[src/rtl/imc_pkg.sv]
// Types, constants and helper functions of the IBAN mod-97 checker.
package imc_pkg;

  localparam int unsigned APB_ADDR_W = 4;
  localparam int unsigned APB_DATA_W = 32;

  localparam logic [1:0] REG_MAX_RAW  = 2'd0;
  localparam logic [1:0] REG_MIN_KEPT = 2'd1;
  localparam logic [1:0] REG_MAX_KEPT = 2'd2;

  localparam logic [7:0] RST_MAX_RAW  = 8'd60;
  localparam logic [5:0] RST_MIN_KEPT = 6'd15;
  localparam logic [5:0] RST_MAX_KEPT = 6'd34;

  localparam logic [7:0] RAW_SAT  = 8'd255;
  localparam logic [5:0] KEPT_SAT = 6'd63;
  localparam logic [5:0] HEAD_LEN = 6'd4;

  localparam logic [7:0] CH_SPACE  = 8'h20;
  localparam logic [7:0] CH_HYPHEN = 8'h2d;
  localparam logic [7:0] CH_ZERO   = 8'h30;
  localparam logic [7:0] CH_NINE   = 8'h39;
  localparam logic [7:0] CH_UP_A   = 8'h41;
  localparam logic [7:0] CH_UP_Z   = 8'h5a;
  localparam logic [7:0] CH_LO_A   = 8'h61;
  localparam logic [7:0] CH_LO_Z   = 8'h7a;
  localparam logic [7:0] CASE_GAP  = 8'h20;

  localparam logic [6:0] MOD_BASE = 7'd97;

  typedef enum logic [2:0] {
    ERR_NONE     = 3'd0,
    ERR_LENGTH   = 3'd1,
    ERR_COUNTRY  = 3'd2,
    ERR_BAD_CHAR = 3'd3,
    ERR_CHECK    = 3'd4
  } err_t;

  typedef struct packed {
    logic [7:0] max_raw_length;
    logic [5:0] min_kept_length;
    logic [5:0] max_kept_length;
  } cfg_t;

  typedef struct packed {
    logic [7:0] raw_count;
    logic [5:0] kept_count;
    logic       bad_char_seen;
    logic [6:0] tail_remainder;
    logic [3:0][7:0] head_chars;
  } str_state_t;

  typedef struct packed {
    logic       adv;
    logic [7:0] character;
    logic       end_of_string;
  } item_t;

  function automatic logic is_upper(input logic [7:0] c);
    return (c >= CH_UP_A) && (c <= CH_UP_Z);
  endfunction

  function automatic logic is_lower(input logic [7:0] c);
    return (c >= CH_LO_A) && (c <= CH_LO_Z);
  endfunction

  function automatic logic is_decimal(input logic [7:0] c);
    return (c >= CH_ZERO) && (c <= CH_NINE);
  endfunction

  // x mod 97 for x < 4096: quotient by reciprocal 675/2^16 is exact or one low.
  function automatic logic [6:0] mod97(input logic [11:0] x);
    logic [21:0] prod;
    logic [5:0]  q;
    logic [12:0] r;
    prod = 22'(x) * 22'd675;
    q    = prod[21:16];
    r    = 13'(x) - (13'(q) * 13'(MOD_BASE));
    if (r >= 13'(MOD_BASE)) begin
      r = r - 13'(MOD_BASE);
    end
    return r[6:0];
  endfunction

endpackage

[src/rtl/imc_in_if.sv]
// Input channel: one IBAN character or a terminator per request.
interface imc_in_if;
  logic       valid;
  logic       ready;
  logic [7:0] character;
  logic       end_of_string;

  modport source (output valid, output character, output end_of_string, input ready);
  modport sink   (input valid, input character, input end_of_string, output ready);
endinterface

[src/rtl/imc_out_if.sv]
// Output channel: one verdict per terminator.
interface imc_out_if;
  logic       valid;
  logic       ready;
  logic       is_valid;
  logic [2:0] error_code;

  modport source (output valid, output is_valid, output error_code, input ready);
  modport sink   (input valid, input is_valid, input error_code, output ready);
endinterface

[src/rtl/imc_cfg_regs.sv]
// APB configuration registers: raw and kept length limits.
module imc_cfg_regs
  import imc_pkg::*;
(
  input  logic                  clk,
  input  logic                  rst,
  input  logic                  psel,
  input  logic                  penable,
  input  logic                  pwrite,
  input  logic [APB_ADDR_W-1:0] paddr,
  input  logic [APB_DATA_W-1:0] pwdata,
  output logic [APB_DATA_W-1:0] prdata,
  output logic                  pready,
  output cfg_t                  cfg
);

  logic       wr_en;
  logic [1:0] reg_idx;

  assign pready  = 1'b1;
  assign reg_idx = paddr[3:2];
  assign wr_en   = psel && penable && pwrite;

  always_ff @(posedge clk) begin
    if (rst) begin
      cfg.max_raw_length  <= RST_MAX_RAW;
      cfg.min_kept_length <= RST_MIN_KEPT;
      cfg.max_kept_length <= RST_MAX_KEPT;
    end else if (wr_en) begin
      case (reg_idx)
        REG_MAX_RAW:  cfg.max_raw_length  <= pwdata[7:0];
        REG_MIN_KEPT: cfg.min_kept_length <= pwdata[5:0];
        REG_MAX_KEPT: cfg.max_kept_length <= pwdata[5:0];
        default: ;
      endcase
    end
  end

  always_comb begin
    case (reg_idx)
      REG_MAX_RAW:  prdata = APB_DATA_W'(cfg.max_raw_length);
      REG_MIN_KEPT: prdata = APB_DATA_W'(cfg.min_kept_length);
      REG_MAX_KEPT: prdata = APB_DATA_W'(cfg.max_kept_length);
      default:      prdata = '0;
    endcase
  end

endmodule

[src/rtl/imc_char_unit.sv]
// Per-character state: counters, bad-character flag, head buffer, tail remainder.
module imc_char_unit
  import imc_pkg::*;
(
  input  logic       clk,
  input  logic       rst,
  input  item_t      item,
  output str_state_t st
);

  logic [7:0]  c_up;
  logic        kept;
  logic        sep;
  logic        in_head;
  logic [11:0] fold_sum;
  logic [6:0]  tail_next;
  logic [7:0]  digit_val;
  logic [7:0]  letter_val;

  always_comb begin
    c_up       = is_lower(item.character) ? (item.character - CASE_GAP) : item.character;
    kept       = is_upper(c_up) || is_decimal(c_up);
    sep        = (c_up == CH_SPACE) || (c_up == CH_HYPHEN);
    in_head    = st.kept_count < HEAD_LEN;
    digit_val  = c_up - CH_ZERO;
    letter_val = c_up - CH_UP_A + 8'd10;
    // a letter is two decimal digits: 100*r mod 97 == 3*r mod 97
    if (is_decimal(c_up)) begin
      fold_sum = 12'(st.tail_remainder) * 12'd10 + 12'(digit_val[3:0]);
    end else begin
      fold_sum = 12'(st.tail_remainder) * 12'd3 + 12'(letter_val[5:0]);
    end
    tail_next = mod97(fold_sum);
  end

  // head buffer holds payload only, so reset leaves it alone
  always_ff @(posedge clk) begin
    if (rst) begin
      st.raw_count      <= '0;
      st.kept_count     <= '0;
      st.bad_char_seen  <= 1'b0;
      st.tail_remainder <= '0;
    end else if (item.adv) begin
      if (item.end_of_string) begin
        st.raw_count      <= '0;
        st.kept_count     <= '0;
        st.bad_char_seen  <= 1'b0;
        st.tail_remainder <= '0;
      end else begin
        if (st.raw_count != RAW_SAT) begin
          st.raw_count <= st.raw_count + 8'd1;
        end
        if (kept) begin
          if (!in_head) begin
            st.tail_remainder <= tail_next;
          end else begin
            st.head_chars[st.kept_count[1:0]] <= c_up;
          end
          if (st.kept_count != KEPT_SAT) begin
            st.kept_count <= st.kept_count + 6'd1;
          end
        end else if (!sep) begin
          st.bad_char_seen <= 1'b1;
        end
      end
    end
  end

endmodule

[src/rtl/imc_verdict.sv]
// Verdict logic and result register: length, character, country and mod-97 checks.
module imc_verdict
  import imc_pkg::*;
(
  input  logic       clk,
  input  logic       rst,
  input  logic       take,
  input  str_state_t st,
  input  cfg_t       cfg,
  input  logic       out_ready,
  output logic       slot_free,
  output logic       out_valid,
  output logic       is_valid,
  output logic [2:0] error_code
);

  err_t        err;
  logic [7:0]  v0;
  logic [7:0]  v1;
  logic [7:0]  d2;
  logic [7:0]  d3;
  logic [11:0] total;
  logic [6:0]  final_rem;
  logic        out_valid_next;

  always_comb begin
    v0 = st.head_chars[0] - CH_UP_A + 8'd10;
    v1 = st.head_chars[1] - CH_UP_A + 8'd10;
    d2 = st.head_chars[2] - CH_ZERO;
    d3 = st.head_chars[3] - CH_ZERO;
    // head folded after the tail: weights are 10^6, 10^4, 10^2, 10, 1 mod 97
    total = 12'(st.tail_remainder) * 12'd27
          + 12'(v0[5:0]) * 12'd9
          + 12'(v1[5:0]) * 12'd3
          + 12'(d2[3:0]) * 12'd10
          + 12'(d3[3:0]);
    final_rem = mod97(total);

    if (st.raw_count > cfg.max_raw_length) begin
      err = ERR_LENGTH;
    end else if (st.bad_char_seen) begin
      err = ERR_BAD_CHAR;
    end else if ((st.kept_count < cfg.min_kept_length) ||
                 (st.kept_count > cfg.max_kept_length)) begin
      err = ERR_LENGTH;
    end else if (!is_upper(st.head_chars[0]) || !is_upper(st.head_chars[1])) begin
      err = ERR_COUNTRY;
    end else if (!is_decimal(st.head_chars[2]) || !is_decimal(st.head_chars[3])) begin
      err = ERR_CHECK;
    end else if (final_rem != 7'd1) begin
      err = ERR_CHECK;
    end else begin
      err = ERR_NONE;
    end
  end

  assign slot_free = !out_valid || out_ready;

  always_comb begin
    if (take) begin
      out_valid_next = 1'b1;
    end else if (out_ready) begin
      out_valid_next = 1'b0;
    end else begin
      out_valid_next = out_valid;
    end
  end

  always_ff @(posedge clk) begin
    if (rst) begin
      out_valid <= 1'b0;
    end else begin
      out_valid <= out_valid_next;
    end
  end

  always_ff @(posedge clk) begin
    if (take) begin
      is_valid   <= (err == ERR_NONE);
      error_code <= err;
    end
  end

endmodule

[src/rtl/iban_mod97_checker_core.sv]
// Top level of the IBAN mod-97 checker: input register, configuration registers, character unit, verdict.
//
//   channel   dir  handshake        payload
//   iban_in   in   valid / ready    character[7:0], end_of_string
//   verdict   out  valid / ready    is_valid, error_code[2:0]
//   apb       in   psel / penable   paddr[3:0], pwdata, prdata (regs at 0, 4, 8)
//
// One request per cycle while iban_in is not stalled; each request passes through the input register.
// A verdict is registered in the result register when its terminator leaves the input register.
// A terminator waits in the input register while the previous verdict is unread,
// and only then is iban_in stalled.
// rst is synchronous: counters clear, limits return to 60 / 15 / 34.
module iban_mod97_checker_core
  import imc_pkg::*;
(
  input  logic                  clk,
  input  logic                  rst,
  imc_in_if.sink                iban_in,
  imc_out_if.source             verdict,
  input  logic                  psel,
  input  logic                  penable,
  input  logic                  pwrite,
  input  logic [APB_ADDR_W-1:0] paddr,
  input  logic [APB_DATA_W-1:0] pwdata,
  output logic [APB_DATA_W-1:0] prdata,
  output logic                  pready
);

  cfg_t       cfg;
  str_state_t st;
  item_t      item;
  logic       s1_valid;
  logic       s1_valid_next;
  logic [7:0] s1_char;
  logic       s1_eos;
  logic       s1_adv;
  logic       slot_free;
  logic       accept;

  // a character never waits; a terminator needs a free result register
  assign s1_adv        = s1_valid && (!s1_eos || slot_free);
  assign iban_in.ready = !s1_valid || s1_adv;
  assign accept        = iban_in.valid && iban_in.ready;

  always_comb begin
    if (accept) begin
      s1_valid_next = 1'b1;
    end else if (s1_adv) begin
      s1_valid_next = 1'b0;
    end else begin
      s1_valid_next = s1_valid;
    end
  end

  always_ff @(posedge clk) begin
    if (rst) begin
      s1_valid <= 1'b0;
    end else begin
      s1_valid <= s1_valid_next;
    end
  end

  always_ff @(posedge clk) begin
    if (accept) begin
      s1_char <= iban_in.character;
      s1_eos  <= iban_in.end_of_string;
    end
  end

  assign item.adv           = s1_adv;
  assign item.character     = s1_char;
  assign item.end_of_string = s1_eos;

  imc_cfg_regs u_cfg (
    .clk     (clk),
    .rst     (rst),
    .psel    (psel),
    .penable (penable),
    .pwrite  (pwrite),
    .paddr   (paddr),
    .pwdata  (pwdata),
    .prdata  (prdata),
    .pready  (pready),
    .cfg     (cfg)
  );

  imc_char_unit u_char (
    .clk  (clk),
    .rst  (rst),
    .item (item),
    .st   (st)
  );

  imc_verdict u_verdict (
    .clk        (clk),
    .rst        (rst),
    .take       (s1_adv && s1_eos),
    .st         (st),
    .cfg        (cfg),
    .out_ready  (verdict.ready),
    .slot_free  (slot_free),
    .out_valid  (verdict.valid),
    .is_valid   (verdict.is_valid),
    .error_code (verdict.error_code)
  );

endmodule

[src/flat_wrapper.sv]
// flat-port wrapper written by rule: the top's interface ports become plain ports
module iban_mod97_checker_core_flat import imc_pkg::*;
  (clk, rst, psel, penable, pwrite, paddr, pwdata, prdata, pready, iban_in_valid, iban_in_character, iban_in_end_of_string, iban_in_ready, verdict_valid, verdict_is_valid, verdict_error_code, verdict_ready);
  imc_in_if iban_in_i ();
  imc_out_if verdict_i ();
  input  logic clk;
  input  logic rst;
  input  logic psel;
  input  logic penable;
  input  logic pwrite;
  input  logic [APB_ADDR_W-1:0] paddr;
  input  logic [APB_DATA_W-1:0] pwdata;
  output logic [APB_DATA_W-1:0] prdata;
  output logic pready;
  input wire logic [$bits(iban_in_i.valid)-1:0] iban_in_valid;
  input wire logic [$bits(iban_in_i.character)-1:0] iban_in_character;
  input wire logic [$bits(iban_in_i.end_of_string)-1:0] iban_in_end_of_string;
  output wire logic [$bits(iban_in_i.ready)-1:0] iban_in_ready;
  output wire logic [$bits(verdict_i.valid)-1:0] verdict_valid;
  output wire logic [$bits(verdict_i.is_valid)-1:0] verdict_is_valid;
  output wire logic [$bits(verdict_i.error_code)-1:0] verdict_error_code;
  input wire logic [$bits(verdict_i.ready)-1:0] verdict_ready;
  assign iban_in_i.valid = iban_in_valid;
  assign iban_in_i.character = iban_in_character;
  assign iban_in_i.end_of_string = iban_in_end_of_string;
  assign iban_in_ready = iban_in_i.ready;
  assign verdict_valid = verdict_i.valid;
  assign verdict_is_valid = verdict_i.is_valid;
  assign verdict_error_code = verdict_i.error_code;
  assign verdict_i.ready = verdict_ready;
  iban_mod97_checker_core u_core (.clk(clk), .rst(rst), .iban_in(iban_in_i), .verdict(verdict_i), .psel(psel), .penable(penable), .pwrite(pwrite), .paddr(paddr), .pwdata(pwdata), .prdata(prdata), .pready(pready));
endmodule
[config.mk]
export PLATFORM = sky130hd
export DESIGN_NAME = iban_mod97_checker_core_flat
export DESIGN_NICKNAME = d
export VERILOG_FILES = /design/src/rtl/imc_pkg.sv /design/src/rtl/imc_in_if.sv /design/src/rtl/imc_out_if.sv /design/src/rtl/imc_cfg_regs.sv /design/src/rtl/imc_char_unit.sv /design/src/rtl/imc_verdict.sv /design/src/rtl/iban_mod97_checker_core.sv /design/src/flat_wrapper.sv
export SDC_FILE = /design/constraint.sdc
export NUM_CORES = 1
export LEC_CHECK = 0
export ABC_AREA = 0
export ABC_CLOCK_PERIOD_IN_PS = 16190
export BUFFER_PORTS_ARGS = -buffer_cell sky130_fd_sc_hd__buf_2
export CORE_UTILIZATION = 61
export CTS_CLUSTER_SIZE = 20
export DETAILED_ROUTE_END_ITERATION = 8
export GPL_TIMING_DRIVEN = 0
export PLACE_DENSITY_LB_ADDON = 0.08
export SKIP_CTS_REPAIR_TIMING = 1
export SYNTH_ARGS = -nofsm -noshare
export SYNTH_HDL_FRONTEND = slang
export SYNTH_SLANG_ARGS = --single-unit
export TNS_END_PERCENT = 1
[constraint.sdc]
create_clock -name clk -period 16.19 [get_ports clk]
set_clock_uncertainty 0.2 [all_clocks]
set_input_delay 2.4285 -clock clk [delete_from_list [all_inputs] [get_ports clk]]
set_output_delay 2.4285 -clock clk [all_outputs]
set_load 0.02 [all_outputs]
==> summary.md <==
• 14000 um^2 — netlist area before placement
• 1904 — placed cell count
• 1 — initial antenna violation count
• sky130_fd_sc_hd__clkbuf_16 — Root Buffer
• 0 ns — Post-Route Setup TNS
• sky130_fd_sc_hd__ha_1 (28%), sky130_fd_sc_hd__fa_1 (13%), sky130_fd_sc_hd__edfxtp_1 (9.7%) — largest cells by area after synthesis
• 89 — post-synthesis register bit count
• 1551 — instance count of the mapped netlist
• 16.10 ns — Crit path required time
• 14.8 um — per-cell routed wire length
• sky130_fd_sc_hd__edfxtp_1 — Synth Flop Type
• 0.901 — RePlAce Congestion
• 0.57 ns — biggest cell delay along the critical path
• sky130_fd_sc_hd__inv_1 (323), sky130_fd_sc_hd__ha_1 (309), sky130_fd_sc_hd__fa_1 (91) — ranking of synthesized cells by instance count
• flip-flop to flip-flop — critical path class
• 12.81 ns — critical path arrival
• 0 — Post-DRT Antenna Nets
• 0 — total congestion overflow
• 1.32 ns — Slew @ Worst Pin
• 90 — distinct cell type count after synthesis
• 39 — total of buffers placed on input and output ports
• 0 — number of remaining DRC errors
• 9.03 um^2 — syn_area_per_cell
• 0 — # setup viols final
• 12.90 ns — min cycle time layout
• 2 — Clock Path Buffers
• 0 — Final Hold Fails
• 0 — number of max-slew violations in the final report
• 0.259 — overall routing resource usage
• 154 um — Die H
• 0.35 ns — Clock Latency Late Sink
• 0 — yosys synthesis warning count
• 2082 — nets@finish
• false — RSZ-0062 raised after global routing
• 2230 um^2 — Register Area
• 0.0775 GHz — f_max
• 3 — H-Tree Depth
• 468 — number of violations reported at the end of detailed-routing iteration 0
• 5 — DRT Pass-1 Iters
• 1941 — fill count
• 9 — CTS buffer count
• 0 — post-synthesis async set-or-reset flop share
• 91 — I/O Pins
• flip-flop — nature of the critical path endpoint
• flip-flop — kind of start point of the critical path
• 89 — Clock Sinks
• 5.45 — Via-to-Cell Ratio
• 0 — maximum capacitance violations
• 22600 um^2 — Core Footprint
• 23600 um^2 — Die ar.
• yes — clock tree from TritonCTS
• 1921 — post-route insts no fill
• 0.159 — sequential fraction of the synthesis area
• 0.117 — worst-case headroom to the max-slew limit
• 28.4 mm — post-detailed-routing wire length
• 10471 — vias after detailed routing
• 49.5 mm — first-pass GRT wire length
• 55 — Rows
• flip-flop to flip-flop — type of the worst min-delay path
• 45 — number of flops mapped to enable cells by yosys
• 0.797 — Final period util
• 0.620 — initial core utilization
• sky130_fd_sc_hd__inv_1 — library cell with the highest instance count after synthesis
• 6.90% — area added between synthesis and finish
• 6 — largest fanout of any net on the critical path
• 10400 um^2 — area of combinational cells with multiple inputs
• 0.276 — Yosys top cell area share
• 24.3 mm — HPWL after detailed placement
• 17 — largest net degree at the start of global routing
• 0.0709 — share of post-route cells with drive strength above 1
• 0.07 ns — clock slew at the register clock pins of the worst setup and hold paths
• sky130_fd_sc_hd__fa_1 — critical path's slowest cell
• 10607 — number of global-route vias before repair
• finished clean — result of the run
• 154 um — Die X
• sky130_fd_sc_hd__ha_1 — cell taking the most area after synthesis
[through the flow]
stage | area [um^2] | hold slack [ns] | setup slack (ns) | utilization
floorplan | 14100 | 0.260 | 4.77 | -
global placement | 14700 | 0.275 | 3.40 | 0.650
detailed placement | 14700 | 0.285 | 3.33 | 0.650
CTS | 15000 | 0.302 | 3.28 | 0.663
global route | 15000 | 0.348 | 2.48 | 0.663
finish | 15000 | 0.297 | 3.29 | 0.663
[per-layer routing]
metal	vias to the layer above	part of all wire	global-route usage
met5	-	0	0
met4	0	0.023	0.0705
met3	36	0.028	0.0338
met2	139	0.50	0.466
met1	4921	0.45	0.324
li1	5375	-	-
[cell families (layout without fill, tap and decap cells)]
family / Yosys count / count (layout) / share of synthesized area
mux: 24 / 24 / 0.0173
buf+inv: 368 / 423 / 0.106
fa+ha+maj: 400 / 400 / 0.406
compound gates: 269 / 269 / 0.133
simple gates: 302 / 302 / 0.113
flops: 89 / 89 / 0.159
other cells: 2 / 32 / 0.000536
xor+xnor: 97 / 97 / 0.0646
[cell type report]
| class | instances | area share |
|---|---|---|
| Antenna cell | 1 | 0.000167 |
| Buffer | 45 | 0.0185 |
| Clock buffer | 11 | 0.0170 |
| Clock inverter | 5 | 0.00284 |
| Inverter | 323 | 0.0810 |
| Multi-Input combinational cell | 1123 | 0.695 |
| Sequential cell | 89 | 0.149 |
| Tap cell | 285 | 0.0238 |
| Timing Repair Buffer | 39 | 0.0130 |
[path summary, 6_finish.rpt]
kind                                                        start                                        to  slack [ns]  depth (start not counted)
worst max-delay path                                    flip-flop  u_core.u_verdict.error_code[2]$_DFFE_PP_        3.29                         47
worst min-delay path            u_core.u_cfg.cfg[18]$_SDFFE_PP0P_         u_core.u_cfg.cfg[18]$_SDFFE_PP0P_        0.30                          2
worst max register to register                          flip-flop  u_core.u_verdict.error_code[2]$_DFFE_PP_        3.29                         47
worst min register to register  u_core.u_cfg.cfg[18]$_SDFFE_PP0P_         u_core.u_cfg.cfg[18]$_SDFFE_PP0P_        0.30                          2
[placed cells by master, fill, tap and decap left out, types with 5 or more instances in the layout]
cell type / Yosys / routed
sky130_fd_sc_hd__a211o_1: 5 / 5
sky130_fd_sc_hd__a211oi_1: 10 / 10
sky130_fd_sc_hd__a21boi_0: 6 / 6
sky130_fd_sc_hd__a21o_1: 27 / 27
sky130_fd_sc_hd__a21oi_1: 60 / 60
sky130_fd_sc_hd__a22oi_1: 5 / 5
sky130_fd_sc_hd__and2_1: 9 / 9
sky130_fd_sc_hd__and3_1: 7 / 7
sky130_fd_sc_hd__buf_2: 5 / 44
sky130_fd_sc_hd__buf_4: 25 / 25
sky130_fd_sc_hd__clkbuf_1: 12 / 13
sky130_fd_sc_hd__clkbuf_16: 0 / 10
sky130_fd_sc_hd__conb_1: 2 / 31
sky130_fd_sc_hd__dfxtp_1: 44 / 44
sky130_fd_sc_hd__edfxtp_1: 45 / 45
sky130_fd_sc_hd__fa_1: 91 / 91
sky130_fd_sc_hd__ha_1: 309 / 309
sky130_fd_sc_hd__inv_1: 323 / 323
sky130_fd_sc_hd__mux2i_1: 22 / 22
sky130_fd_sc_hd__nand2_1: 68 / 68
sky130_fd_sc_hd__nand2b_1: 10 / 10
sky130_fd_sc_hd__nand3_1: 35 / 35
sky130_fd_sc_hd__nand4_1: 11 / 11
sky130_fd_sc_hd__nor2_1: 71 / 71
sky130_fd_sc_hd__nor2b_1: 18 / 18
sky130_fd_sc_hd__nor3_1: 20 / 20
sky130_fd_sc_hd__nor3b_1: 10 / 10
sky130_fd_sc_hd__nor4_1: 10 / 10
sky130_fd_sc_hd__o211ai_1: 22 / 22
sky130_fd_sc_hd__o21a_1: 11 / 11
sky130_fd_sc_hd__o21ai_0: 45 / 45
sky130_fd_sc_hd__o21ai_1: 7 / 7
sky130_fd_sc_hd__o21bai_1: 14 / 14
sky130_fd_sc_hd__xnor2_1: 65 / 65
sky130_fd_sc_hd__xor2_1: 28 / 28
[worst max-delay path, delay by kind of cell (launching register included)]
family          cells  cell delay [ns]
xor+xnor            1             0.40
buf+inv            11             0.72
fa+ha+maj          18             6.66
compound gates     13             2.98
simple gates        4             1.26
flops               1             0.45
Power is not shown: default switching activity piles up to over one toggle a cycle in this logic, so the estimate is an artifact.
